File: src/rtl/core/c2p_pkg.sv
// Shared types, constants and the arctangent table for the polar converter.
`default_nettype none
package c2p_pkg;

  localparam int unsigned DATA_WIDTH_DEF    = 24;
  localparam int unsigned PHASE_WIDTH_DEF   = 16;
  localparam int unsigned CORDIC_STAGES_DEF = 16;
  localparam int unsigned MAX_STAGES        = 24;

  // x/y carry 32 bits of scaled input plus growth headroom
  localparam int unsigned XW       = 35;
  // angle accumulator, 30 fraction bits
  localparam int unsigned ZW       = 34;
  localparam int unsigned ANG_FRAC = 30;

  localparam int unsigned GAIN_W = 30;
  localparam int unsigned SPLIT  = 17;

  localparam logic [GAIN_W-1:0] INV_GAIN_Q30 = 30'd652032874;
  localparam logic signed [ZW-1:0] HALF_PI_Q30 = 34'sd1686629713;
  localparam longint unsigned PI_Q30 = 64'd3373259426;

  typedef struct packed {
    logic signed [XW-1:0] x;
    logic signed [XW-1:0] y;
    logic signed [ZW-1:0] z;
    logic                 zero;
  } c2p_vec_t;

  function automatic logic signed [ZW-1:0] c2p_atan(input int unsigned idx);
    logic signed [ZW-1:0] a;
    unique case (idx)
      0:       a = 34'sd843314857;
      1:       a = 34'sd497837829;
      2:       a = 34'sd263043837;
      3:       a = 34'sd133525159;
      4:       a = 34'sd67021687;
      5:       a = 34'sd33543516;
      6:       a = 34'sd16775851;
      7:       a = 34'sd8388437;
      8:       a = 34'sd4194283;
      9:       a = 34'sd2097149;
      10:      a = 34'sd1048576;
      11:      a = 34'sd524288;
      12:      a = 34'sd262144;
      13:      a = 34'sd131072;
      14:      a = 34'sd65536;
      15:      a = 34'sd32768;
      16:      a = 34'sd16384;
      17:      a = 34'sd8192;
      18:      a = 34'sd4096;
      19:      a = 34'sd2048;
      20:      a = 34'sd1024;
      21:      a = 34'sd512;
      22:      a = 34'sd256;
      23:      a = 34'sd128;
      default: a = '0;
    endcase
    return a;
  endfunction

endpackage
`default_nettype wire

File: src/rtl/core/c2p_scale.sv
// Output cells: gain correction in two stages and phase rounding with clamp.
`default_nettype none
module c2p_scale import c2p_pkg::*; #(
  parameter int unsigned DATA_WIDTH  = DATA_WIDTH_DEF,
  parameter int unsigned PHASE_WIDTH = PHASE_WIDTH_DEF
) (
  input  wire logic                     clk_i,
  input  wire logic                     rst_ni,
  input  wire logic                     valid_i,
  output logic                          ready_o,
  input  wire c2p_vec_t                 vec_i,
  output logic                          valid_o,
  input  wire logic                     ready_i,
  output logic [DATA_WIDTH-1:0]         magnitude_o,
  output logic signed [PHASE_WIDTH-1:0] phase_o
);

  localparam int unsigned GUARD = 32 - DATA_WIDTH;
  localparam int unsigned MSH   = ANG_FRAC + GUARD;
  localparam int unsigned PS    = ANG_FRAC - (PHASE_WIDTH - 3);
  localparam int unsigned XU    = XW - 1;
  localparam int unsigned HW    = XU - SPLIT;
  localparam int unsigned LPW   = SPLIT + GAIN_W;
  localparam int unsigned HPW   = HW + GAIN_W;
  localparam int unsigned SW    = XU + GAIN_W + 1;

  localparam logic signed [ZW:0] PRND  = (ZW+1)'(64'd1 << (PS - 1));
  localparam logic signed [ZW:0] PHMAX =
    (ZW+1)'((PI_Q30 + (64'd1 << (PS - 1))) >> PS);
  localparam logic [SW-1:0] MRND   = SW'(1) << (MSH - 1);
  localparam logic [SW-1:0] MAGMAX = SW'({DATA_WIDTH{1'b1}});

  // stage A: partial products and phase
  logic                          va_q;
  logic                          en_a;
  logic [XU-1:0]                 xc;
  logic signed [ZW:0]            zr;
  logic signed [ZW:0]            ph;
  logic signed [ZW:0]            ph_sat;
  logic [LPW-1:0]                plo_q;
  logic [HPW-1:0]                phi_q;
  logic signed [PHASE_WIDTH-1:0] pha_q;
  logic                          zero_a_q;

  // stage B: sum, round, saturate
  logic                          vb_q;
  logic                          en_b;
  logic [SW-1:0]                 sum;
  logic [SW-1:0]                 mag_full;
  logic [DATA_WIDTH-1:0]         mag_q;
  logic signed [PHASE_WIDTH-1:0] phb_q;

  assign xc = vec_i.x[XW-1] ? '0 : vec_i.x[XU-1:0];

  always_comb begin
    zr     = (ZW+1)'(vec_i.z) + PRND;
    ph     = zr >>> PS;
    ph_sat = ph;
    if (ph > PHMAX) begin
      ph_sat = PHMAX;
    end else if (ph < -PHMAX) begin
      ph_sat = -PHMAX;
    end
  end

  assign en_a    = !va_q || en_b;
  assign ready_o = en_a;

  always_ff @(posedge clk_i or negedge rst_ni) begin
    if (!rst_ni) begin
      va_q <= 1'b0;
    end else if (en_a) begin
      va_q <= valid_i;
    end
  end

  always_ff @(posedge clk_i) begin
    if (en_a && valid_i) begin
      plo_q    <= LPW'(xc[SPLIT-1:0]) * LPW'(INV_GAIN_Q30);
      phi_q    <= HPW'(xc[XU-1:SPLIT]) * HPW'(INV_GAIN_Q30);
      pha_q    <= vec_i.zero ? '0 : ph_sat[PHASE_WIDTH-1:0];
      zero_a_q <= vec_i.zero;
    end
  end

  always_comb begin
    sum      = (SW'(phi_q) << SPLIT) + SW'(plo_q) + MRND;
    mag_full = sum >> MSH;
  end

  assign en_b = !vb_q || ready_i;

  always_ff @(posedge clk_i or negedge rst_ni) begin
    if (!rst_ni) begin
      vb_q <= 1'b0;
    end else if (en_b) begin
      vb_q <= va_q;
    end
  end

  always_ff @(posedge clk_i) begin
    if (en_b && va_q) begin
      if (zero_a_q) begin
        mag_q <= '0;
      end else if (mag_full > MAGMAX) begin
        mag_q <= {DATA_WIDTH{1'b1}};
      end else begin
        mag_q <= mag_full[DATA_WIDTH-1:0];
      end
      phb_q <= pha_q;
    end
  end

  assign valid_o     = vb_q;
  assign magnitude_o = mag_q;
  assign phase_o     = phb_q;

endmodule
`default_nettype wire

File: config.mk
export PLATFORM = sky130hd
export DESIGN_NAME = c2p_scale
export DESIGN_NICKNAME = d
export VERILOG_FILES = /design/src/rtl/core/c2p_pkg.sv /design/src/rtl/core/c2p_scale.sv
export SDC_FILE = /design/constraint.sdc
export NUM_CORES = 1
export LEC_CHECK = 0
export ABC_AREA = 1
export BUFFER_PORTS_ARGS = -buffer_cell sky130_fd_sc_hd__buf_2
export CAP_MARGIN = 20
export CORE_UTILIZATION = 55
export CTS_BUF_LIST = sky130_fd_sc_hd__clkbuf_16
export DETAILED_ROUTE_END_ITERATION = 8
export PLACE_DENSITY_LB_ADDON = 0.3
export SYNTH_ARGS = -nofsm -noshare
export SYNTH_HDL_FRONTEND = slang
export SYNTH_SLANG_ARGS = --single-unit
export TNS_END_PERCENT = 1
File: constraint.sdc
create_clock -name clk_i -period 3 [get_ports clk_i]
set_input_delay 0.45 -clock clk_i [delete_from_list [all_inputs] [get_ports clk_i]]
set_output_delay 0.45 -clock clk_i [all_outputs]
set_load 0.01 [all_outputs]
-- Word level (Yosys, flattened, before mapping)
Index checks and enable logic that the tools add are counted.
- flip-flop bits (word level): 151
- input port bits: 109
- output and inout port bits: 42
- word-level logic and storage cells: 30
- add/subtract/negate cells: 3
- $mul: 2
- order comparisons: 3
- muxes and demuxes: 4
- reduce and logical (&&, ||, !) cells: 8
- operator list (kind ; count):
    multiplier 17 x 29 -> 46 bit (second input constant) ; 2
    adder 64 x 47 -> 65 bit ; 1
    adder 65 x 38 -> 65 bit (second input constant) ; 1
    adder 34 x 18 -> 35 bit (second input constant) ; 1
    two-way mux 34 bit ; 1
    > comparator 27 x 24 -> 1 bit (second input constant) ; 1
    two-way mux 24 bit ; 1
    > comparator 18 x 16 -> 1 bit (second input constant) ; 1
    less-than comparator 18 x 16 -> 1 bit (second input constant) ; 1
    two-way mux 16 bit ; 1
    two-way mux 15 bit ; 1
    OR reduction 3 bit ; 1
    logical AND 1 bit ; 2
    zero test 1 bit ; 2
    logical OR 1 bit ; 2
    OR reduction 2 bit ; 1

-- Logic depth before layout (Yosys ltp)
- word-level depth: 4
- mapped depth: 31
- mapped depth without buffers: 31

-- Least setup slack after synthesis
No wires, ideal clock.
- path type: input port to flip-flop
- start: in vec_i[104] (netlist bit)
- end: reg plo_q[44], data pin
- library setup time: 0.260 ns
- data arrival time: 5.826 ns
- required time: 2.740 ns
- setup slack: -3.086 ns
- cell stages on the path: 24
- buffers on the path: 2
- cell sequence: clkbuf_2 -> inv_2 -> clkbuf_1 -> nand2_1 -> inv_1 -> ha_1 -> inv_1 -> fa_1 -> fa_1 -> inv_1 -> fa_1 -> fa_1 -> inv_1 -> fa_1 -> inv_1 -> ha_1 -> a21oi_1 -> o21ai_0 -> a21oi_1 -> o211ai_1 -> or2_2 -> nand2_1 -> nand2_1 -> xor2_1
- cells in the longest elaborated chain, start to end: 2
- ends and longest elaborated chain (what ; line ; text):
    start, declared ; c2p_scale.sv:11 ; input wire c2p_vec_t vec_i,
    two-way mux 34 bit ; c2p_scale.sv:53 ; assign xc = vec_i.x[XW-1] ? '0 : vec_i.x[XU-1:0];
    multiplier 17 x 29 -> 46 bit ; c2p_scale.sv:79 ; plo_q <= LPW'(xc[SPLIT-1:0]) * LPW'(INV_GAIN_Q30);
    end signal, assigned ; c2p_scale.sv:79 ;
    end, declared ; c2p_scale.sv:40 ; logic [LPW-1:0] plo_q;
Every way passes these cells.
A chain may end at the register's enable or synchronous reset.

-- Worst setup path in the final report
- start: in vec_i[104] (netlist bit)
- end: reg plo_q[40], data pin
Same word-level chain as after synthesis.

==> flow_summary.yaml <==
run_status:
  outcome: "complete, but fails checks"
  violations: "setup timing"
place:
  port_buffers: 99
  hpwl_um: 75100
  globalplace.congestion: 1.07
synthesis:
  synthesis.instances: 3182
  yosysSeqAreaShare_pct: 15.2
  synth-edff-count: 132
  ys_ff_latch: 134
  synthDistinctLibCells: 49
  most_instantiated_flip_flop_cell_in_the_synthesis_netlist: "sky130_fd_sc_hd__edfxtp_1"
  synth.net_count: 4044
  yosysWarningCount: 0
  avgSynthCellArea_um2: 8.29
  synthArstFlopShare_pct: 1.49
  syn_area_um2: 26400
run:
  timing.max_cap.violations: 0
clock_tree:
  htree_num_levels: 4
  cts-buffers-inserted: 17
  cts.clk_slew.worst_paths_ns: 0.07
  cts_tree: "done"
  cts_num_sinks: 134
  clock_path_buffers: 2
  cts_root_buf: "sky130_fd_sc_hd__clkbuf_16"
  clk-insertion-delay-late_ns: 0.45
die:
  io_pins: 151
  placementRows: 79
  floorplan.initialDensity_pct: 56.2
  core_region_area_um2: 47000
  die_outline_area_um2: 48800
  floorplan.die.height_um: 221
  die_width_um: 221
detailed_routing:
  drt-pass1-iter-count: 6
  avgViaCountPerCell: 5.30
  post-route-drc-count: 0
  detail-route-antenna-nets: 0
  num_vias: 23808
  wirelength_um: 86800
  drt_iter0_drc: 1790
  drt-wirelength-per-cell_um: 19.3
sta:
  max_slew_margin_pct: 56.2
  report.final.slew_viol_count: 0
  final_setup_margin_ns: -2.40
  worst_pin_slew_ns: 0.656
  finalClockSkew_ns: 0.0126
  post-route-period-util_pct: 180
  maxClockFrequency_mhz: 185
  period_minus_slack_ns: 5.40
  finalSetupViolCount: 69
  unrepaired_setup_endpoints_after_global_routing: "true"
  final-hold-violation-count: 0
worst_hold_path:
  holdCritStartpoint: "valid_i"
  worstHoldPathType: "in -> reg"
  hold_path_end: "va_q"
  hold_depth: 3
grt:
  gr-usage-all-layers_pct: 35.6
  grt_overflow: 0
  first_global_vias: 24906
  maximum_number_of_pins_on_one_net_before_global_route_repair: 47
  wire_length_of_the_first_global_routing_pass_um: 134000
  initial_antenna_violation_count: 2
worst_setup_path:
  timing.reg2reg.setup_slack_ns: 0.11
  critPathLaunchType: "primary input"
  critPathRequiredTime_ns: 3.27
  cp.arrival_ns: 5.67
  critical_path.max_fanout: 5
  worstSetupEndpointType: "flip-flop"
  worst_flop_to_flop_path_startpoint: "phi_q[7]"
  timing.rr.end: "magnitude_o[7]"
  r2r.worst_path.cells: 12
  criticalPathCategory: "in -> reg"
cells_and_area:
  fin_nets: 4730
  layout.cells.most_common_list: "834 x sky130_fd_sc_hd__inv_1, 558 x sky130_fd_sc_hd__buf_4, 415 x sky130_fd_sc_hd__nand2_1, 336 x sky130_fd_sc_hd__fa_1, 279 x sky130_fd_sc_hd__ha_1"
  post-route-util_pct: 75.2
  layout-drive-gt1-share_pct: 31.5
  regArea_um2: 4010
  synthesis_to_finish_area_growth_pct: 33.9
  fillerInstances: 3426
  multiInputGateArea_um2: 21500
  layout_commonest_cell: "sky130_fd_sc_hd__inv_1"
  antenna_cells_inserted: 0
[per-layer routing]
| layer | part of all wire, % | GRT usage [%] |
|---|---|---|
| met5 | 0.030 | 0 |
| met4 | 3.6 | 11.5 |
| met3 | 7.5 | 5.68 |
| met2 | 46 | 57.7 |
| met1 | 43 | 49.0 |
[worst max-delay path: stages]
cell                       delay (ns)
sky130_fd_sc_hd__buf_12          0.12
sky130_fd_sc_hd__inv_6           0.05
sky130_fd_sc_hd__buf_4           0.15
sky130_fd_sc_hd__nand2_8         0.07
sky130_fd_sc_hd__inv_4           0.05
sky130_fd_sc_hd__ha_4            0.26
sky130_fd_sc_hd__inv_2           0.06
sky130_fd_sc_hd__fa_2            0.68
sky130_fd_sc_hd__buf_6           0.13
sky130_fd_sc_hd__inv_2           0.03
sky130_fd_sc_hd__fa_1            0.55
sky130_fd_sc_hd__fa_1            0.44
sky130_fd_sc_hd__fa_1            0.50
sky130_fd_sc_hd__inv_1           0.05
sky130_fd_sc_hd__fa_1            0.55
sky130_fd_sc_hd__inv_2           0.06
sky130_fd_sc_hd__ha_4            0.29
sky130_fd_sc_hd__nand2_2         0.10
sky130_fd_sc_hd__nor2_4          0.15
sky130_fd_sc_hd__nand2_2         0.07
sky130_fd_sc_hd__o211ai_1        0.34
sky130_fd_sc_hd__nand2_1         0.16
sky130_fd_sc_hd__o21ai_2         0.15
sky130_fd_sc_hd__xor2_1          0.19
[stage by stage]
step | instances | setup WS [ns] | area [um2] | hold slack [ns] | setup TNS, ns
6_report | 4488 | -2.40 | 35300 | 0.249 | -147.85
5_1_grt | 4488 | -2.52 | 35300 | 0.277 | -157.14
4_1_cts | 4475 | -2.36 | 34400 | 0.240 | -143.97
3_5_place_dp | 4410 | -3.41 | 32600 | 0.240 | -197.19
3_3_place_gp | 4410 | -3.41 | 32600 | 0.235 | -192.23
2_1_floorplan | 3182 | -2.51 | 27500 | 0.154 | -155.02
[synth_stat cells, drive strengths merged, types with 8 or more instances]
library cell,number,area (um2)
a21o,18,135
nor4,11,68.8
xnor2,22,193
xor2,58,508
nor2,273,1050
fa,382,7650
nand3,114,586
o21bai,20,150
nor3,27,140
or2,12,75.1
a31oi,22,138
o21ai,90,450
edfxtp,132,3960
inv,910,3420
ha,371,4640
nand2,488,1850
a21oi,144,724
nand4,25,156
a21boi,9,67.6
o21a,13,97.6
buf,8,55.1
[what timing repair did]
action	4_1_cts	5_1_grt
setup endpoints to repair	70	93
gates resized for setup	230	201
pin swaps	136	102
cloned	1	0
hold endpoints to repair	2	0
hold buffers	1	0
buffers inserted	31	13
[flip-flops by register name, summed over array words and instances, names as in the netlist]
name	cells
phase_o	16
magnitude_o	24
va_q	1
valid_o	1
plo_q	29
pha_q	16
zero_a_q	1
phi_q	46
[final cells by class]
| type | instances | share of cell area, % |
|---|---|---|
| multi-input combinational | 2126 | 60.8 |
| timing repair buffer | 678 | 14.1 |
| sequential | 134 | 11.4 |
| inverter | 910 | 9.87 |
| tap | 607 | 2.15 |
| clock buffer | 17 | 1.20 |
| clock inverter | 15 | 0.517 |
| timing repair inverter | 1 | 0.0248 |
[how the worst max path moves through the flow]
stage / from / to / slack (ns) / depth (start not counted)
2_1_floorplan: vec_i[104] / plo_q[42] / -2.51 / 25
4_1_cts: vec_i[104] / phi_q[43] / -2.36 / 22
3_3_place_gp: vec_i[104] / phi_q[43] / -3.41 / 23
5_1_grt: vec_i[104] / plo_q[46] / -2.52 / 28
3_5_place_dp: vec_i[104] / phi_q[43] / -3.41 / 25
6_report: vec_i[104] / plo_q[40] / -2.40 / 24
[cell families after synthesis]
kind of cell,after synthesis,synth area share (%)
DFF,134,15.2
AOI/OAI and AO/OA,334,7.21
adders and majority gates,753,46.6
and+or+nand+nor,959,15.1
buffers and inverters,922,13.2
xor gates and xnor gates,80,2.66
Power is left out: the tool's default activity adds up to more than one toggle a clock period on the data nets, which glitch-free logic cannot reach.
