### config.mk
export PLATFORM = sky130hd
export DESIGN_NAME = c2p_cell
export DESIGN_NICKNAME = d
export VERILOG_FILES = /design/src/rtl/core/c2p_pkg.sv /design/src/rtl/core/c2p_cell.sv
export SDC_FILE = /design/constraint.sdc
export NUM_CORES = 1
export LEC_CHECK = 0
export BUFFER_PORTS_ARGS = -buffer_cell sky130_fd_sc_hd__clkbuf_2
export CAP_MARGIN = 40
export CELL_PAD_IN_SITES_DETAIL_PLACEMENT = 0
export CELL_PAD_IN_SITES_GLOBAL_PLACEMENT = 2
export CORE_MARGIN = 8
export CORE_UTILIZATION = 30
export CTS_CLUSTER_DIAMETER = 40
export DETAILED_ROUTE_END_ITERATION = 7
export HOLD_SLACK_MARGIN = 0.15
export PLACE_DENSITY = 0.8
export SLEW_MARGIN = 10
export SYNTH_ARGS = -nofsm -noshare
export SYNTH_HDL_FRONTEND = slang
export SYNTH_SLANG_ARGS = --single-unit
### constraint.sdc
create_clock -name clk_i -period 3.72 [get_ports clk_i]
set_input_delay 0.186 -clock clk_i [delete_from_list [all_inputs] [get_ports clk_i]]
set_output_delay 0.186 -clock clk_i [all_outputs]
set_load 0.03 [all_outputs]
### src/rtl/core/c2p_pkg.sv
// Shared types, constants and the arctangent table for the polar converter.
`default_nettype none
package c2p_pkg;

  localparam int unsigned DATA_WIDTH_DEF    = 24;
  localparam int unsigned PHASE_WIDTH_DEF   = 16;
  localparam int unsigned CORDIC_STAGES_DEF = 16;
  localparam int unsigned MAX_STAGES        = 24;

  // x/y carry 32 bits of scaled input plus growth headroom
  localparam int unsigned XW       = 35;
  // angle accumulator, 30 fraction bits
  localparam int unsigned ZW       = 34;
  localparam int unsigned ANG_FRAC = 30;

  localparam int unsigned GAIN_W = 30;
  localparam int unsigned SPLIT  = 17;

  localparam logic [GAIN_W-1:0] INV_GAIN_Q30 = 30'd652032874;
  localparam logic signed [ZW-1:0] HALF_PI_Q30 = 34'sd1686629713;
  localparam longint unsigned PI_Q30 = 64'd3373259426;

  typedef struct packed {
    logic signed [XW-1:0] x;
    logic signed [XW-1:0] y;
    logic signed [ZW-1:0] z;
    logic                 zero;
  } c2p_vec_t;

  function automatic logic signed [ZW-1:0] c2p_atan(input int unsigned idx);
    logic signed [ZW-1:0] a;
    unique case (idx)
      0:       a = 34'sd843314857;
      1:       a = 34'sd497837829;
      2:       a = 34'sd263043837;
      3:       a = 34'sd133525159;
      4:       a = 34'sd67021687;
      5:       a = 34'sd33543516;
      6:       a = 34'sd16775851;
      7:       a = 34'sd8388437;
      8:       a = 34'sd4194283;
      9:       a = 34'sd2097149;
      10:      a = 34'sd1048576;
      11:      a = 34'sd524288;
      12:      a = 34'sd262144;
      13:      a = 34'sd131072;
      14:      a = 34'sd65536;
      15:      a = 34'sd32768;
      16:      a = 34'sd16384;
      17:      a = 34'sd8192;
      18:      a = 34'sd4096;
      19:      a = 34'sd2048;
      20:      a = 34'sd1024;
      21:      a = 34'sd512;
      22:      a = 34'sd256;
      23:      a = 34'sd128;
      default: a = '0;
    endcase
    return a;
  endfunction

endpackage
`default_nettype wire

### src/rtl/core/c2p_cell.sv
// One CORDIC vectoring micro-rotation cell with its own handshake register.
`default_nettype none
module c2p_cell import c2p_pkg::*; #(
  parameter int unsigned SHIFT = 0
) (
  input  wire logic     clk_i,
  input  wire logic     rst_ni,
  input  wire logic     valid_i,
  output logic          ready_o,
  input  wire c2p_vec_t vec_i,
  output logic          valid_o,
  input  wire logic     ready_i,
  output c2p_vec_t      vec_o
);

  localparam logic signed [ZW-1:0] ANGLE = c2p_atan(SHIFT);

  logic                 valid_q;
  logic                 en;
  logic signed [XW-1:0] dx;
  logic signed [XW-1:0] dy;
  c2p_vec_t             vec_d;
  c2p_vec_t             vec_q;

  assign dx = vec_i.y >>> SHIFT;
  assign dy = vec_i.x >>> SHIFT;

  always_comb begin
    vec_d.zero = vec_i.zero;
    if (vec_i.y >= 0) begin
      vec_d.x = vec_i.x + dx;
      vec_d.y = vec_i.y - dy;
      vec_d.z = vec_i.z + ANGLE;
    end else begin
      vec_d.x = vec_i.x - dx;
      vec_d.y = vec_i.y + dy;
      vec_d.z = vec_i.z - ANGLE;
    end
  end

  assign en      = !valid_q || ready_i;
  assign ready_o = en;
  assign valid_o = valid_q;
  assign vec_o   = vec_q;

  always_ff @(posedge clk_i or negedge rst_ni) begin
    if (!rst_ni) begin
      valid_q <= 1'b0;
    end else if (en) begin
      valid_q <= valid_i;
    end
  end

  always_ff @(posedge clk_i) begin
    if (en && valid_i) begin
      vec_q <= vec_d;
    end
  end

endmodule
`default_nettype wire

### Yosys cells after proc, flatten, opt, wreduce, memory -nomap -nowiden

Index checks and enable logic that the tools add are counted.

| storage, ports and cells | value |
|---|---|
| register bits | 106 |
| output and inout port bits | 107 |
| bits of input ports | 109 |
| logic and storage cells | 15 |

| cells by class | value |
|---|---|
| add/subtract/negate cells | 5 |
| order comparisons | 1 |
| reduce and logical (&&, ||, !) cells | 3 |
| multiplexer cells | 1 |

Operators by type and width:

| operator | count |
|---|---|
| $mux W104 | 1 |
| $sub A35 B35 Y35 | 2 |
| $add A35 B35 Y35 | 1 |
| $ge A35 B1 Y1 const B | 1 |
| $add A34 B31 Y34 const B | 1 |
| $sub A34 B31 Y34 const B | 1 |
| $logic_and A1 B1 Y1 | 1 |
| $logic_not A1 Y1 | 1 |
| $logic_or A1 B1 Y1 | 1 |

### Depth between registers and ports, before layout

Gate-level depths: netlist of the first run.

| logic depth | value |
|---|---|
| depth in word-level cells | 3 |
| mapped depth | 14 |
| gate-level depth less buffers | 13 |

### Least setup slack after synthesis of the first run

No wires, ideal clock.

| path | value |
|---|---|
| path type | register to register |
| start | reg valid_q (netlist: valid_o) |
| end | reg vec_q, in the netlist vec_o[0] (enable) |
| data arrival time | 3.281 ns |
| setup slack | -0.035 ns |
| data required time | 3.246 ns |
| library setup time | 0.474 ns |
| cell stages (with the launch flop) | 3 |
| cells stage by stage | dfrtp_1 -> nand2b_1 -> and2_1 |

| between the ends | value |
|---|---|
| longest elaborated chain between the ends | 3 |

Ends and longest elaborated chain:

| item | RTL line | text |
|---|---|---|
| start, declared | c2p_cell.sv:18 | `logic valid_q;` |
| start signal, assigned | c2p_cell.sv:50 | `valid_q <= valid_i;` |
| $logic_not A1 Y1 | c2p_cell.sv:41 | `assign en = !valid_q \|\| ready_i;` |
| $logic_or A1 B1 Y1 | c2p_cell.sv:41 |  |
| net ready_o | c2p_cell.sv:9 | `output logic ready_o,` |
| $logic_and A1 B1 Y1 | c2p_cell.sv:55 | `if (en && valid_i) begin` |
| end signal, assigned | c2p_cell.sv:56 | `vec_q <= vec_d;` |
| end, declared | c2p_cell.sv:23 | `c2p_vec_t vec_q;` |

The timed path passes the listed nets, and every way through them passes these cells.
A chain may end at the register's enable or synchronous reset.

==> flow_metrics.tcl, run 1 <==
set metrics [dict create \
    outcome "complete, no violations" \
    period_share_pct 89.6 \
    min_period_ps 3330 \
    start_util_pct 30.5 \
    cts_root_buf "clkbuf_16" \
    gp_congestion 0.885 \
    syn_inst 1258 \
    vias_per_cell 5.20 \
    n_antenna_cell 0 \
    grt_pass1_vias 10300 \
    cts_max_path_buffers 2 \
    hold_class "input pin to flop" \
    fin_nets 1736 \
    die_area_sq_mm 0.0425 \
    synth-edff-count 104 \
    cp-end-kind "flop" \
    die_x_um 206 \
    power.leakage_nw 5.89 \
    yosysWarnings 0 \
    grt_usage_pct 17.8 \
    async_flop_share_pct 0.952 \
    yosysMostFrequentCell "a21oi_1" \
    synth_area_sq_mm 0.0109 \
    gr-total-overflow 0 \
    drv_slew 0 \
    worstPathMaxFanout 3 \
    whs_path_depth 3 \
    slew_headroom_pct 47.1 \
    cts_tree "done" \
    clock-sinks 105 \
    portBuffers 215 \
    drtIter0Drc 660 \
    dr.pass1.iters 5 \
    rows 69 \
    core_sq_mm 0.0356 \
    antenna_found_initial 0 \
    grt_pass1_wl_mm 59.0 \
    fin_util_pct 36.7 \
    arrival_ps 3470 \
    r2r-start "valid_o$_DFFE_PN0N_" \
    total_power_mw 4.66 \
    critPathKind "input pin to flop" \
    ios 216 \
    synthFlopType "edfxtp_1" \
    final_area_sq_mm 0.0131 \
    synth-seq-cells 105 \
    vias 10200 \
    final-hold-violation-count 0 \
    worstMarginPinSlew_ps 786 \
    peakVddDrop_v 0.000272 \
    htreeDepth 3 \
    fin_worst_skew_ps 8.09 \
    drive_gt1_share_pct 20.6 \
    rsz0062_at_grt "no" \
    cts.clk_slew.worst_paths_ps 80 \
    synth.largest_area_cell "edfxtp_1" \
    syn_to_final_growth_pct 20.2 \
    fillers 3746 \
    avgRoutedWirePerCell_um 19.6 \
    numCtsBuffers 9 \
    yosysUniqueCellTypes 82 \
    multi_input_area_sq_mm 0.00706 \
    ant_nets 0 \
    syn_area_per_cell_sq_um 8.63 \
    drt_wl_total_mm 38.4 \
    setup_viol 0 \
    maxCapViolCount 0 \
    synth_area_leaders "edfxtp_1, ha_1, a21oi_1" \
    place_hpwl_mm 31.5 \
    synth_common_cells "a21oi_1, ha_1, inv_1" \
    syn-num-nets 1505 \
    yosysTopAreaCellShare_pct 28.8 \
    grt_max_degree 57 \
    worstSetupStartpointType "input pin" \
    drc 0 \
    ys_seq_area_share_pct 29.0 \
    clock.fmax_ghz 0.300 \
    power.density_cell_area_mw_per_mm2 357 \
    startpoint "vec_i[2]" \
    regArea_sq_mm 0.00315 \
    ff2ff_path_depth 4 \
    hp-start "vec_i[34]" \
    clk_latency_ps 380 \
    setup-tns-final_ps 0 \
    crit_required_ps 3860 \
    placed_cell_area_sq_mm 0.0126 \
    die_y_um 206 \
    ctsResizeCount 0 \
]
==> critical path, cell delays in order <==
cell           delay, ps
dlygate4sd3_1        550
clkbuf_2             130
ha_1                 280
a21oi_1              230
nor2_1               100
o31a_1               320
o31ai_1              320
nand3_1              230
a311oi_1             420
nand3b_1             220
and2_1               220
o21ai_1              110
xnor2_1              140
==> per-layer routing <==
metal | vias to the layer above | wire length, um | GRT usage [%]
li1 | 4992 | - | -
met1 | 4823 | 17700 | 23.6
met2 | 313 | 17800 | 29.6
met3 | 38 | 2270 | 3.06
met4 | 0 | 624 | 4.28
met5 | - | 0 | 0
==> area by class of cell <==
cell class | instances | area share [%]
flip-flops and latches | 105 | 24.1
clock inverters | 7 | 0.738
multi-input cells | 989 | 54.1
inverters | 118 | 3.41
clock buffers | 9 | 1.73
repair buffers | 266 | 11.5
well taps | 461 | 4.42
==> placed cells by master (no fill, tap or decap), drive strengths merged, types with 39 or more instances in the layout <==
master	count
a21oi	167
buf	44
clkbuf	223
edfxtp	104
ha	134
inv	117
nand2	69
nor2	105
o21ai	85
o21bai	39
xnor2	75
==> state kept, by name (all words and copies together), names as in the netlist <==
name / cells
vec_o: 104
valid_o: 1
==> report_power, final <==
| group | leakage [nW] | internal [mW] | switching, mW | total, mW |
|---|---|---|---|---|
| Sequential | 1.00 | 1.51 | 0.0448 | 1.55 |
| Combinational | 4.73 | 0.718 | 1.31 | 2.03 |
| Clock | 0.158 | 0.543 | 0.535 | 1.08 |
| Total | 5.89 | 2.77 | 1.89 | 4.66 |
==> cells by family after synthesis <==
kind of cell               synth area share (%)
AOI/OAI and AO/OA                          25.9
buffers and inverters                      5.97
xor gates and xnor gates                   7.18
adders and majority gates                  16.2
DFF                                        29.0
and+or+nand+nor                            13.2
muxes                                      2.59
==> path summary, 6_finish.rpt <==
path	to	slack [ps]
worst min-delay path	vec_o[34]$_DFFE_PP_	200
worst max-delay path	vec_o[30]$_DFFE_PP_	390
max in group asynchronous	valid_o$_DFFE_PN0N_	2980
worst max register to register	vec_o[78]$_DFFE_PP_	1920
worst min register to register	vec_o[24]$_DFFE_PP_	890
min in group asynchronous	valid_o$_DFFE_PN0N_	640
==> timing repair <==
action | CTS | global route
endpoints found under the setup margin | 0 | 0
buffers inserted | 0 | 0
hold buffers | 8 | 0
hold endpoints to repair | 7 | 0
==> stage by stage <==
step	std cells	hold slack [ps]	setup slack, ps
after CTS	1955	205	391
after detailed placement	1931	-38.2	320
final	1955	205	388
after floorplan	1258	-110	181
after global placement	1930	-38.5	327
after global routing	1955	257	173
No activity file was read; power rests on OpenSTA's default activity.
==> run 2, diff against run 1 <==
- PLACE_DENSITY: 0.8 -> 0.82
==> run 2 against run 1 <==
Global-route usage down 0.54 points. Sequential share of layout area up 0.11 points. Clock skew up 3.5 ps. Largest power group unchanged. Flip-flop and latch count unchanged. First-iteration DRC count down 3.8%. Core utilization down 0.16 points. Highest routed layer unchanged. Register-to-register slack better by 150 ps. Clock power down 5%. Via count down 1.2%.
==> flow_metrics.tcl, run 2 (synthesis gave the netlist of run 1 again) <==
set metrics [dict create \
    critPathKind "input pin to flop" \
    outcome "complete, no violations" \
    fin_nets 1730 \
    setup_viol 0 \
    syn_to_final_growth_pct 19.7 \
    gp_congestion 0.920 \
    setup-tns-final_ps 0 \
    cts.clk_slew.worst_paths_ps 80 \
    cts_tree "done" \
    largest_register_ffs 104 \
    peakVddDrop_v 0.000297 \
    crit_required_ps 3850 \
    period_share_pct 85.4 \
    drtIter0Drc 635 \
    htreeDepth 3 \
    antenna_found_initial 0 \
    internal-power_mw 2.70 \
    drv_slew 0 \
    die_y_um 206 \
    finalWorstSetupSlack_ps 542 \
    whs_path_depth 2 \
    fillers 3763 \
    final_common_cell "clkbuf_2" \
    grt_usage_pct 17.2 \
    clock-sinks 105 \
    r2r_slack_ps 2070 \
    avgRoutedWirePerCell_um 19.1 \
    portBuffers 215 \
    n_antenna_cell 0 \
    cts_max_path_buffers 2 \
    vias_per_cell 5.15 \
    fin_util_pct 36.5 \
    path_buf_inv 3 \
    slew_headroom_pct 43.0 \
    drt_wl_total_mm 37.3 \
    hold_class "input pin to flop" \
    grt_pass1_vias 10200 \
    clk_latency_ps 390 \
    numCtsBuffers 9 \
    grt_max_degree 45 \
    power.leakage_nw 5.85 \
    r2r_end "vec_o[102]$_DFFE_PP_" \
    grt_pass1_wl_mm 57.3 \
    multi_input_area_sq_mm 0.00706 \
    final_cell_mix "clkbuf_2, a21oi_1, ha_1" \
    regArea_sq_mm 0.00315 \
    ios 216 \
    worstSetupStartpointType "input pin" \
    ff2ff_path_depth 3 \
    die_area_sq_mm 0.0425 \
    pwr-share-clk_pct 22.4 \
    hold_end "vec_o[2]$_DFFE_PP_" \
    r2r-start "valid_o$_DFFE_PN0N_" \
    rows 69 \
    clock.fmax_ghz 0.315 \
    crit_family "compound AO/OA/AOI/OAI gates" \
    cts_root_buf "clkbuf_16" \
    path_common_cell "nand2_1" \
    max_stage_delay_ps 710 \
    die_x_um 206 \
    fin_worst_skew_ps 11.6 \
    final-hold-violation-count 0 \
    power.switching_mw 1.88 \
    total_power_mw 4.58 \
    min_period_ps 3180 \
    arrival_ps 3310 \
    postCtsSetupRepairBufs 0 \
    worstPathMaxFanout 8 \
    pwr-share-comb_pct 43.8 \
    place_hpwl_mm 30.6 \
    rsz0062_at_grt "no" \
    maxCapViolCount 0 \
    cp_slowest_cell "o31ai_1" \
    vias 10000 \
    cp-end-kind "flop" \
    worstPathCellList "clkbuf_2, inv_1, ha_1, nand2_1, nor2_1, nand2_1, o221ai_1, nor4b_1, buf_4, o31ai_1, a21oi_1, a211oi_2, xor2_1" \
    pre_cts_slack_ps 141 \
    ant_nets 0 \
    core_sq_mm 0.0356 \
    drive_gt1_share_pct 20.4 \
    gr-total-overflow 0 \
    seq_power_share_pct 33.8 \
    start_util_pct 30.5 \
    dr.pass1.iters 5 \
    hp-start "vec_i[2]" \
    switching_share_pct 41.0 \
    power.density_cell_area_mw_per_mm2 353 \
    startpoint "vec_i[47]" \
    drc 0 \
    worstMarginPinSlew_ps 848 \
]
run 2: timing repair:
| item | CTS | global route |
|---|---|---|
| hold endpoints to repair | 6 | 0 |
| hold buffers | 7 | 0 |
| gates resized for setup | 0 | 0 |
run 2: how the worst max path moves through the flow:
stage / slack, ps / end / depth (start not counted)
floorplan: 180 / vec_o[34]$_DFFE_PP_ / 14
global placement: 190 / vec_o[66]$_DFFE_PP_ / 13
detailed placement: 140 / vec_o[66]$_DFFE_PP_ / 13
CTS: 540 / vec_o[66]$_DFFE_PP_ / 13
global route: 310 / vec_o[66]$_DFFE_PP_ / 13
finish: 540 / vec_o[66]$_DFFE_PP_ / 13
run 2: area by class of cell:
class                           instances  share of cell area (%)
Inverter                              118                    3.43
Clock buffer                            9                    1.73
Clock inverter                          7                   0.626
Sequential cell                       105                    24.2
Multi-Input combinational cell        989                    54.3
Timing Repair Buffer                  260                    11.2
Tap cell                              461                    4.44
run 2: routing by layer:
layer	vias up	routed length, um	track usage (%)
met5	-	0	0
met4	0	584	4.61
met3	33	1940	2.71
met2	278	17500	29.0
met1	4748	17300	22.6
li1	4981	-	-
run 2: metrics by stage:
step | hold WS [ps] | cells | cell area, sq um
CTS | 172 | 1949 | 13000
global route | 199 | 1949 | 13000
detailed placement | -36.3 | 1926 | 12600
global placement | -38.6 | 1925 | 12600
finish | 195 | 1949 | 13000
floorplan | -110 | 1258 | 10900
run 2: power groups by stage:
stage                     Sequential (mW)  Combinational (mW)  Clock, mW
final                                1.55                2.01       1.03
after global routing                 1.57                2.19       1.11
after CTS                            1.55                2.01       1.08
after detailed placement             1.58                1.99          0
after floorplan                      1.84                1.10          0
after global placement               1.58                2.00          0
