## src/rtl/core/c2p_pkg.sv

```systemverilog
// Shared types, constants and the arctangent table for the polar converter.
`default_nettype none
package c2p_pkg;

  localparam int unsigned DATA_WIDTH_DEF    = 24;
  localparam int unsigned PHASE_WIDTH_DEF   = 16;
  localparam int unsigned CORDIC_STAGES_DEF = 16;
  localparam int unsigned MAX_STAGES        = 24;

  // x/y carry 32 bits of scaled input plus growth headroom
  localparam int unsigned XW       = 35;
  // angle accumulator, 30 fraction bits
  localparam int unsigned ZW       = 34;
  localparam int unsigned ANG_FRAC = 30;

  localparam int unsigned GAIN_W = 30;
  localparam int unsigned SPLIT  = 17;

  localparam logic [GAIN_W-1:0] INV_GAIN_Q30 = 30'd652032874;
  localparam logic signed [ZW-1:0] HALF_PI_Q30 = 34'sd1686629713;
  localparam longint unsigned PI_Q30 = 64'd3373259426;

  typedef struct packed {
    logic signed [XW-1:0] x;
    logic signed [XW-1:0] y;
    logic signed [ZW-1:0] z;
    logic                 zero;
  } c2p_vec_t;

  function automatic logic signed [ZW-1:0] c2p_atan(input int unsigned idx);
    logic signed [ZW-1:0] a;
    unique case (idx)
      0:       a = 34'sd843314857;
      1:       a = 34'sd497837829;
      2:       a = 34'sd263043837;
      3:       a = 34'sd133525159;
      4:       a = 34'sd67021687;
      5:       a = 34'sd33543516;
      6:       a = 34'sd16775851;
      7:       a = 34'sd8388437;
      8:       a = 34'sd4194283;
      9:       a = 34'sd2097149;
      10:      a = 34'sd1048576;
      11:      a = 34'sd524288;
      12:      a = 34'sd262144;
      13:      a = 34'sd131072;
      14:      a = 34'sd65536;
      15:      a = 34'sd32768;
      16:      a = 34'sd16384;
      17:      a = 34'sd8192;
      18:      a = 34'sd4096;
      19:      a = 34'sd2048;
      20:      a = 34'sd1024;
      21:      a = 34'sd512;
      22:      a = 34'sd256;
      23:      a = 34'sd128;
      default: a = '0;
    endcase
    return a;
  endfunction

endpackage
`default_nettype wire

```

## src/rtl/core/c2p_fold.sv

```systemverilog
// Input cell: scales the coefficient and folds it into the right half plane.
`default_nettype none
module c2p_fold import c2p_pkg::*; #(
  parameter int unsigned DATA_WIDTH = DATA_WIDTH_DEF
) (
  input  wire logic                         clk_i,
  input  wire logic                         rst_ni,
  input  wire logic                         valid_i,
  output logic                              ready_o,
  input  wire logic signed [DATA_WIDTH-1:0] real_part_i,
  input  wire logic signed [DATA_WIDTH-1:0] imag_part_i,
  output logic                              valid_o,
  input  wire logic                         ready_i,
  output c2p_vec_t                          vec_o
);

  localparam int unsigned GUARD = 32 - DATA_WIDTH;

  logic                 valid_q;
  logic                 en;
  logic signed [XW-1:0] x0;
  logic signed [XW-1:0] y0;
  c2p_vec_t             vec_d;
  c2p_vec_t             vec_q;

  assign x0 = XW'(real_part_i) <<< GUARD;
  assign y0 = XW'(imag_part_i) <<< GUARD;

  always_comb begin
    vec_d.zero = (real_part_i == '0) && (imag_part_i == '0);
    vec_d.x    = x0;
    vec_d.y    = y0;
    vec_d.z    = '0;
    if (x0 < 0) begin
      if (y0 >= 0) begin
        vec_d.x = y0;
        vec_d.y = -x0;
        vec_d.z = HALF_PI_Q30;
      end else begin
        vec_d.x = -y0;
        vec_d.y = x0;
        vec_d.z = -HALF_PI_Q30;
      end
    end
  end

  assign en      = !valid_q || ready_i;
  assign ready_o = en;
  assign valid_o = valid_q;
  assign vec_o   = vec_q;

  always_ff @(posedge clk_i or negedge rst_ni) begin
    if (!rst_ni) begin
      valid_q <= 1'b0;
    end else if (en) begin
      valid_q <= valid_i;
    end
  end

  always_ff @(posedge clk_i) begin
    if (en && valid_i) begin
      vec_q <= vec_d;
    end
  end

endmodule
`default_nettype wire

```

## config.mk

```make
export PLATFORM = sky130hd
export DESIGN_NAME = c2p_fold
export DESIGN_NICKNAME = d
export VERILOG_FILES = /design/src/rtl/core/c2p_pkg.sv /design/src/rtl/core/c2p_fold.sv
export SDC_FILE = /design/constraint.sdc
export NUM_CORES = 1
export LEC_CHECK = 0
export BUFFER_PORTS_ARGS = -buffer_cell sky130_fd_sc_hd__buf_2
export CELL_PAD_IN_SITES_DETAIL_PLACEMENT = 1
export CELL_PAD_IN_SITES_GLOBAL_PLACEMENT = 1
export CORE_ASPECT_RATIO = 1.25
export CORE_UTILIZATION = 39
export CTS_CLUSTER_SIZE = 28
export DETAILED_ROUTE_END_ITERATION = 10
export GPL_TIMING_DRIVEN = 1
export PLACE_DENSITY = 0.95
export SLEW_MARGIN = 25
export SYNTH_ARGS = -nofsm -noshare
export SYNTH_HDL_FRONTEND = slang
export SYNTH_SLANG_ARGS = --single-unit
```

## constraint.sdc

```tcl
create_clock -name clk_i -period 3.8 [get_ports clk_i]
set_clock_uncertainty 0.05 [all_clocks]
set_input_delay 0.95 -clock clk_i [delete_from_list [all_inputs] [get_ports clk_i]]
set_output_delay 0.95 -clock clk_i [all_outputs]
set_load 0.03 [all_outputs]
```

After elaboration in Yosys (flattened, before gate mapping). Cells that the tools add are included.

Register bits after elaboration: 106. Bits in latches: 0. Bits in writable memories: 0. Memory bits (read-only): 0. Bits of input ports: 52. Output and inout bits: 107. Word-level logic and storage cells: 22. Memories: 0.

Add/sub/neg operators: 2. Multipliers: 0. Divide/modulo/power cells: 0. $lt $le $gt $ge: 2. Equality and inequality tests: 0. Shift operators: 0. Mux-type cells: 2. Bitwise logic cells: 1. Reduce and logical (&&, ||, !) cells: 8.

Operator list (count): 104-bit two-way mux (2); 32-bit negator with 35-bit output (2); 24-bit zero test (2); 32-bit by 1-bit >= comparator with 1-bit output (second input constant) (1); 32-bit by 1-bit less-than comparator with 1-bit output (second input constant) (1); 1-bit logical AND (2); 2-bit AND reduction (1); 2-bit OR reduction (1); 1-bit zero test (1); 1-bit logical OR (1); 1-bit inverter (1).

Depth between registers and ports, before layout. Gate-level depths: netlist of run 1.

Word-level depth: 3. Mapped depth: 7. Gate-level depth less buffers: 6.

Least setup slack after synthesis of run 1. Ideal clock, no wire load.

Path kind: input-to-reg. Start point: input port ready_i. End point: register vec_q (netlist bit vec_o[0]) (enable). Setup time: 0.422 ns. Arrival time: 2.706 ns. Data required time: 3.328 ns. Setup slack: 0.622 ns. Stages: 2. Path buffers: 0. Path through: nand2b_1 > and2_1.

Longest elaborated chain between the ends: 2.

Ends and longest elaborated chain: start: declaration (RTL line c2p_fold.sv:13) `input wire logic ready_i,`; 1-bit logical OR (RTL line c2p_fold.sv:47) `assign en = !valid_q || ready_i;`; 1-bit logical AND (RTL line c2p_fold.sv:61) `if (en && valid_i) begin`; end signal: assignment (RTL line c2p_fold.sv:62) `vec_q <= vec_d;`; end: declaration (RTL line c2p_fold.sv:24) `c2p_vec_t vec_q;`.

No other way between the ends. A chain may end at the register's enable or synchronous reset.

==> results by stage, run 1 <==
Status:
- The run finished with clean final reports.

CTS:
- After clock tree synthesis, the flow added hold-fix buffers numbering 0.
- The buffer type at the clock tree root is sky130_fd_sc_hd__clkbuf_16.
- The post-cts repair resize count is 0.
- The CTS sink count is 59.
- After clock tree synthesis, the setup repair step added 0 buffers.
- The CTS tree is yes.
- The H-tree depth is 3.
- After clock tree synthesis, the clock-pin slew on the worst setup and hold paths is roughly 0.05 ns.
- Clock tree synthesis inserted a total of 9 buffers.
- The number of buffers between clock root and the deepest sink is 2.
- The clock reaches the later pin of the worst-skew pair after 0.33 ns.

GRT:
- The initial antenna violation count is 0.
- The busiest metal layer after global routing is met2.
- The global-route wire length before repair is 18790 um.
- Global routing consumed, on the met2 layer, 39.46% of the routing resources.
- Summed over all layers, the global routing overflow is 0.
- The met1 capacity usage during global routing is 27.34%.
- The total global-route track usage is a little under a quarter.
- The number of global-route vias before repair came to 3605.
- The pin count of the biggest net entering global routing is 89.
- In the global route stage, met3 resource usage came out at approximately 4.9%.

Timing:
- The final total negative setup slack is 0 ns.
- The final count of negative-setup-slack endpoints is 0.
- Based on the critical path, the design can be clocked at up to ~340 MHz.
- The actual transition at the worst max-transition pin is approximately 0.83 ns.
- Dividing the final minimum period by the clock period gives between 70% and 80%.
- The final hold violation count is 0.
- The relative slew slack is 44.64%.
- The final period demand of the worst path is 2.964 ns.
- The final number of max-transition violations is 0.
- Setup repair after global routing left no endpoint under its margin.
- Hold is met by approximately 0.33 ns.

Logic synthesis:
- The number of synthesized flops with an enable pin is 58.
- The most used flip-flop cell after synthesis is sky130_fd_sc_hd__edfxtp_1.
- The synthesized netlist cell count is roughly 420.
- The distinct cell type count of the synthesized netlist is 52.
- The mean cell area of the mapped netlist is 9.493 um2.
- The part of the Yosys area used for sequential elements is between 40% and 50%.
- The async set-or-reset flop fraction in the synthesized netlist is approximately 1.7%.
- The combined area of all synthesized cells is 0.003978 mm2.
- The synthesized design contains 59 register bits.
- The synthesis warning total is 0.

Power and ir drop:
- For this design the static power due to leakage is 1.936 nW.
- The maximum VDD drop is 0.1842 mV.
- The final total power is 0.001952 W.
- The areal power density over the cells is 410.4 mW/mm2.

Setup path:
- The reg-to-reg critical path startpoint is valid_o$_DFFE_PN0N_.
- The highest cell delay on the worst timing path is 0.70 ns.
- The data arrival time of the worst path is 2.99 ns.
- The critical path's slowest cell is sky130_fd_sc_hd__or4b_2.
- Of all nets on the critical path, the largest fanout is 7.
- The destination of the worst register-to-register timing path is vec_o[50]$_DFFE_PP_.
- The path depth of the worst reg2reg path is 3.
- The kind of start point of the critical path is an input pin.
- The internal reg-to-reg setup slack is 2.11 ns.
- STA classifies the critical path endpoint as a flip-flop.
- The signal on the critical path passes through buf_2, inv_1, ha_1, or4b_2, nor4_2, mux2i_1, nand2_1.
- The critical path class is input pin to flip-flop.
- At the worst endpoint, the required time is 3.83 ns.

Detailed routing:
- The iteration-0 DRC count of the detailed router is 216.
- The final layout contains routed wiring with a total length of 12500 um.
- The DRC violation count after routing is 0.
- The via count is approximately 3700.
- The first detailed-routing pass ran for 5 iterations.
- In the final routed layout, each cell accounts on average for 19.17 um.
- The detail route stage leaves a number of antenna-violating nets equal to 0.
- After detailed routing, the number of vias per cell comes to 5.747.

Final layout:
- The area of the multi-input gates is 0.001769 mm2.
- The ratio of cells with drive above 1 in the final layout is 32.89%.
- The number of inserted filler cells in the final layout is roughly 1200.
- The antenna diode count is 0.
- The number of cells in the finished layout apart from fillers is 652.
- The sequential cells in the finished layout cover a total of approximately 0.0018 mm2.
- The number of nets in the finished design is 575.
- In the layout the commonest cells are 142 x sky130_fd_sc_hd__buf_2, 58 x sky130_fd_sc_hd__edfxtp_1, 47 x sky130_fd_sc_hd__nor2_1, 30 x sky130_fd_sc_hd__a21oi_1, 19 x sky130_fd_sc_hd__conb_1.
- Leaving out fill and tap cells, the most frequent cell in the layout is sky130_fd_sc_hd__buf_2.
- The final design utilization is 48.73%.
- Relative to the synthesized area, the layout overhead comes to 19.57%.

Worst hold path:
- The worst hold path belongs to the class input pin to asynchronous set/reset pin.

Placement:
- The post-DP HPWL is 8816 um.
- The number of cells in the design after placement is 636.
- The placer congestion estimate is 0.8613.
- The count of port buffers added during placement is 142.

Die:
- In this run the horizontal extent of the chip is 92.33 um.
- The die covers between 0.01 and 0.015 mm2.
- The I/O pin count is 159.
- The die outline height is 114.9 um.
- The floorplan has 40 rows.
- The placeable core region is slightly below 0.01 mm2.
- Once the floorplan was initialized, standard cells occupied 40.76% of the core.

Run:
- Across the run, the number of max-cap violations was 0.
cell usage after synthesis, drive strengths merged, types with 2 or more instances:
master | count | area (um2)
a211o | 3 | 26.28
nand2b | 5 | 31.28
or3 | 12 | 75.07
a221oi | 2 | 17.52
clkbuf | 24 | 90.09
xnor2 | 8 | 70.07
nor2b | 4 | 25.02
a21oi | 30 | 150.1
nor4b | 2 | 17.52
nand3 | 18 | 90.09
nor2 | 47 | 176.4
buf | 53 | 382.9
ha | 2 | 25.02
o311ai | 2 | 17.52
o41ai | 6 | 52.55
a2111o | 2 | 22.52
nand4b | 2 | 17.52
nor3 | 14 | 70.07
and4 | 2 | 17.52
nor4 | 6 | 43.79
a22oi | 5 | 37.54
nand4 | 9 | 56.30
clkinv | 2 | 7.510
edfxtp | 58 | 1742
or2 | 5 | 31.28
a31oi | 5 | 31.28
o31ai | 6 | 45.04
and2 | 2 | 12.51
and3 | 4 | 25.02
o21ai | 13 | 65.06
or4 | 14 | 112.6
a222oi | 4 | 40.04
inv | 8 | 30.03
xor2 | 15 | 131.4
nand2 | 10 | 37.54
mux2i | 3 | 30.03
worst max path at each step:
stage | to | slack (ns) | start
after floorplan | vec_o[0]$_DFFE_PP_ | 0.62 | ready_i
after global placement | vec_o[61]$_DFFE_PP_ | 0.64 | real_part_i[0]
after detailed placement | vec_o[61]$_DFFE_PP_ | 0.54 | real_part_i[0]
after CTS | vec_o[61]$_DFFE_PP_ | 0.85 | real_part_i[0]
after global routing | vec_o[61]$_DFFE_PP_ | 0.72 | real_part_i[0]
final | vec_o[61]$_DFFE_PP_ | 0.84 | real_part_i[0]
per-stage QoR:
stage	cell area (um2)	worst slack, ns
after floorplan	4045	0.6225
after global placement	4502	0.6401
after detailed placement	4502	0.5409
after CTS	4756	0.8451
after global routing	4756	0.7235
final	4756	0.8364
critical path: cells and delay by family:
family | cells | cell delay (ns)
adder cells (fa/ha/maj) | 1 | 0.24
buffers and inverters | 2 | 0.21
multiplexers | 1 | 0.26
AND/OR/NAND/NOR | 3 | 1.33
registers in the layout, indices dropped and copies added, names as in the netlist:
name / cells
vec_o: 58
valid_o: 1
layout make-up:
class | count | share of cell area (%)
multi-input combinational | 291 | 37.20
sequential | 59 | 37.15
timing repair buffer | 150 | 16.21
clock buffer | 12 | 4.972
tap | 126 | 3.315
inverter | 10 | 0.7893
clock inverter | 4 | 0.3683
cells by family after synthesis:
kind of cell	Yosys count	synth area share, %
XOR/XNOR	23	5.065
multiplexers	4	1.038
other	1	0.09428
AO/OA/AOI/OAI	83	13.87
AND/OR/NAND/NOR	160	22.05
flip-flops	59	44.42
adder cells (fa/ha/maj)	2	0.6290
buffers and inverters	87	12.83
metal layers:
layer	wire length, um	share of wire, %
met1	5019	40
met2	6261	50
met3	715	5.7
met4	503	4.0
met5	0	0
report_power, final:
part / switching (W) / total [W] / internal, W
Combinational: 0.000325 / 0.000451 / 0.000125
Sequential: 0.0000153 / 0.000790 / 0.000774
Clock: 0.000278 / 0.000711 / 0.000434
(Power assumes the default switching activity.)
==> run 2, diff against run 1 <==
--- a/config.mk
+++ b/config.mk
@@ -9,11 +9,11 @@
 export CELL_PAD_IN_SITES_DETAIL_PLACEMENT = 1
 export CELL_PAD_IN_SITES_GLOBAL_PLACEMENT = 1
 export CORE_ASPECT_RATIO = 1.25
-export CORE_UTILIZATION = 39
+export CORE_UTILIZATION = 36
 export CTS_CLUSTER_SIZE = 28
 export DETAILED_ROUTE_END_ITERATION = 10
 export GPL_TIMING_DRIVEN = 1
-export PLACE_DENSITY = 0.95
+export PLACE_DENSITY = 0.9
 export SLEW_MARGIN = 25
 export SYNTH_ARGS = -nofsm -noshare
 export SYNTH_HDL_FRONTEND = slang
==> constraint.sdc (replaced) <==
create_clock -name clk_i -period 3 [get_ports clk_i]
set_clock_uncertainty 0.05 [all_clocks]
set_input_delay 0.75 -clock clk_i [delete_from_list [all_inputs] [get_ports clk_i]]
set_output_delay 0.75 -clock clk_i [all_outputs]
set_load 0.03 [all_outputs]
==> results by stage, run 2 (synthesis results as in run 1) <==
Setup path:
- The type of element capturing the critical path is a flip-flop.
- The worst setup path is launched from an input pin.
- The data arrival time of the worst path came to 2.82 ns (-0.17 ns).
- The maximum fanout count along the critical path is 12 (+5).
- The critical path class is input pin to flip-flop.
- The critical path data required time is 3.14 ns (-0.69 ns).

GRT:
- The global-route wire length before repair came to 18870 um (+0.44%).
- The aggregate global routing overflow is 0 (unchanged).
- The pin count of the biggest net entering global routing is 59 (-34%).
- The number of global-route vias before repair is 3725 (+3.3%).
- The total global-route track usage is 21.95% (-1.2 points).
- The initial antenna violation count is 0 (unchanged).

CTS:
- TritonCTS built the clock tree.
- The number of buffers inserted to repair setup after CTS is 0 (unchanged).
- The clock-pin slew of the registers on the worst-case setup and hold paths is 0.05 ns (about the same).
- The number of buffers between clock root and the deepest sink came to 2 (unchanged).
- The post-cts repair resize count is 0 (unchanged).
- The buffer type at the clock tree root is sky130_fd_sc_hd__clkbuf_16.
- The number of buffers created by CTS is 9 (unchanged).
- The CTS sink count is 59 (unchanged).
- The clock latency reported for the late side of the worst-skew pair came to 0.33 ns (about the same).
- The number of hold buffers added after cts came to 0 (unchanged).
- The H-tree depth came to 3 (unchanged).

Final layout:
- The antenna diode count is 0 (unchanged).
- The area growth from synthesis to final layout is 22.52%.
- The flip-flop count of the largest register, all copies and words added is 58 (unchanged).
- The number of nets in the finished design is 584 (+1.6%).
- The ratio of cells with drive above 1 in the final layout was 34.39% (+1.5 points).
- The most common cell after layout, fill and taps aside is sky130_fd_sc_hd__buf_2.
- In the layout the commonest cells are 142 x sky130_fd_sc_hd__buf_2, 58 x sky130_fd_sc_hd__edfxtp_1, 47 x sky130_fd_sc_hd__nor2_1, 30 x sky130_fd_sc_hd__a21oi_1, 19 x sky130_fd_sc_hd__conb_1.

Power and ir drop:
- The maximum VDD drop is 0.2272 mV (+23%).
- The leakage power figure is 1.998 nW (+3.2%).
- The areal power density over the cells is 526.6 mW/mm2 (+28%).

Worst hold path:
- In this run the worst hold path is classified as input pin to asynchronous set/reset pin.

Die:
- The I/O pin count is 159 (unchanged).
- The placeable core region was 0.01067 mm2 (+9.3%).
- The total die area is 0.01148 mm2 (+8.2%).
- The effective utilization at floorplan was 37.29% (-3.5 points).
- The die outline height came to 119.5 um (+4.0%).
- The horizontal die dimension is 96.02 um (+4.0%).
- The total number of placement rows came to 42 (+5.0%).

Detailed routing:
- The via count came to 3807 (+1.6%).
- The number of nets with antenna violations after routing came to 0 (unchanged).
- The DRC violation count after routing was 0 (unchanged).
- The routed wirelength normalized by instance count is 18.69 um (-2.5%).
- The count of TritonRoute iterations in the first routing pass was 5 (unchanged).
- The final wirelength is 12470 um (-0.28%).
- The iteration-0 DRC count of the detailed router is 208 (-3.7%).
- The via-per-instance ratio came to 5.708 (-0.68%).

Placement:
- The post-DP HPWL was 9141 um (+3.7%).
- The count of port buffers added during placement is 142 (unchanged).
- The placer congestion estimate is 0.8760 (+1.7%).

Run:
- The total of max-cap violations is 0 (unchanged).

Timing:
- The actual transition at the worst max-transition pin is 0.5473 ns (-0.2832 ns).
- The worst path needs between 2 and 3 ns of the cycle, external delays included.
- The period utilization is slightly below 90%.
- The relative slew slack is 63.51% (+19 points).
- The final number of max-transition violations came to 0 (unchanged).
- Based on the critical path, the design can be clocked at up to 373.6 MHz.
- The worst hold slack after final layout was 0.1279 ns (-0.2048 ns).
- Setup repair after global routing left no endpoint under its margin.
- The final total negative setup slack is 0 ns (unchanged).
- The final count of negative-setup-slack endpoints is 0 (unchanged).
- The final hold violation count is 0 (unchanged).

Status:
- The flow ran to the end, and the final reports show no timing, DRC or antenna violations.
run 2: cell types whose count changed in the layout (fill, tap and decap cells not counted), sizes merged:
cell and delta:
clkinv +1, bufinv +1, clkinvlp +1, buf +9, clkbuf -3
run 2: metrics by stage:
| step | total power [W] | setup WS, ns | std cells | util (%) | area [um2] |
|---|---|---|---|---|---|
| 3_3_place_gp | 0.001563 | 0.1263 | 651 | 43.02 | 4589 |
| 5_1_grt | 0.002658 | 0.3037 | 667 | 45.68 | 4873 |
| 2_1_floorplan | 0.001429 | 0.02246 | 437 | - | 4045 |
| 3_5_place_dp | 0.001588 | 0.07455 | 651 | 43.02 | 4589 |
| 4_1_cts | 0.002585 | 0.3614 | 667 | 45.68 | 4873 |
| 6_report | 0.002566 | 0.3232 | 667 | 45.68 | 4873 |
run 2: where the power goes:
group | internal (W) | total, W | switching [W] | leakage [nW]
combinational | 0.000165 | 0.000574 | 0.000409 | 1.30
sequential | 0.000980 | 0.00100 | 0.0000198 | 0.563
clock | 0.000630 | 0.000993 | 0.000363 | 0.138
run 2: final timing paths:
kind / cells after the start / from / slack (ns) / to
max in group asynchronous: 1 / rst_ni / 2.69 / valid_o$_DFFE_PN0N_
max: 5 / imag_part_i[6] / 0.32 / vec_o[97]$_DFFE_PP_
max reg2reg: 3 / valid_o$_DFFE_PN0N_ / 1.32 / vec_o[61]$_DFFE_PP_
min: 1 / rst_ni / 0.13 / valid_o$_DFFE_PN0N_
min in group clk_i: 2 / valid_o$_DFFE_PN0N_ / 0.48 / valid_o$_DFFE_PN0N_
min reg2reg: 2 / valid_o$_DFFE_PN0N_ / 0.48 / valid_o$_DFFE_PN0N_
run 2: worst max-delay path, cell delays in order:
cell and delay, ns:
sky130_fd_sc_hd__buf_2 0.12, sky130_fd_sc_hd__or4_1 0.77, sky130_fd_sc_hd__or3_1 0.52, sky130_fd_sc_hd__or4_1 0.52, sky130_fd_sc_hd__nand3_1 0.13
run 2: layer usage:
layer / wire [um] / track usage [%] / part of all wire, % / vias to the layer above
met2: 6526 / 36.88 / 52 / 200
met1: 4555 / 24.90 / 37 / 1840
met3: 895 / 5.450 / 7.2 / 42
met5: 0 / 0 / 0 / -
met4: 488 / 12.22 / 3.9 / 0
li1: - / - / - / 1725
run 2: layout make-up:
cell class | instances | area (um2)
Timing Repair Buffer | 159 | 850.8
Inverter | 10 | 37.54
Clock buffer | 9 | 225.2
Clock inverter | 7 | 58.81
Tap cell | 132 | 165.2
Multi-Input combinational cell | 291 | 1769
Sequential cell | 59 | 1767
Fill cell | 1286 | 5794
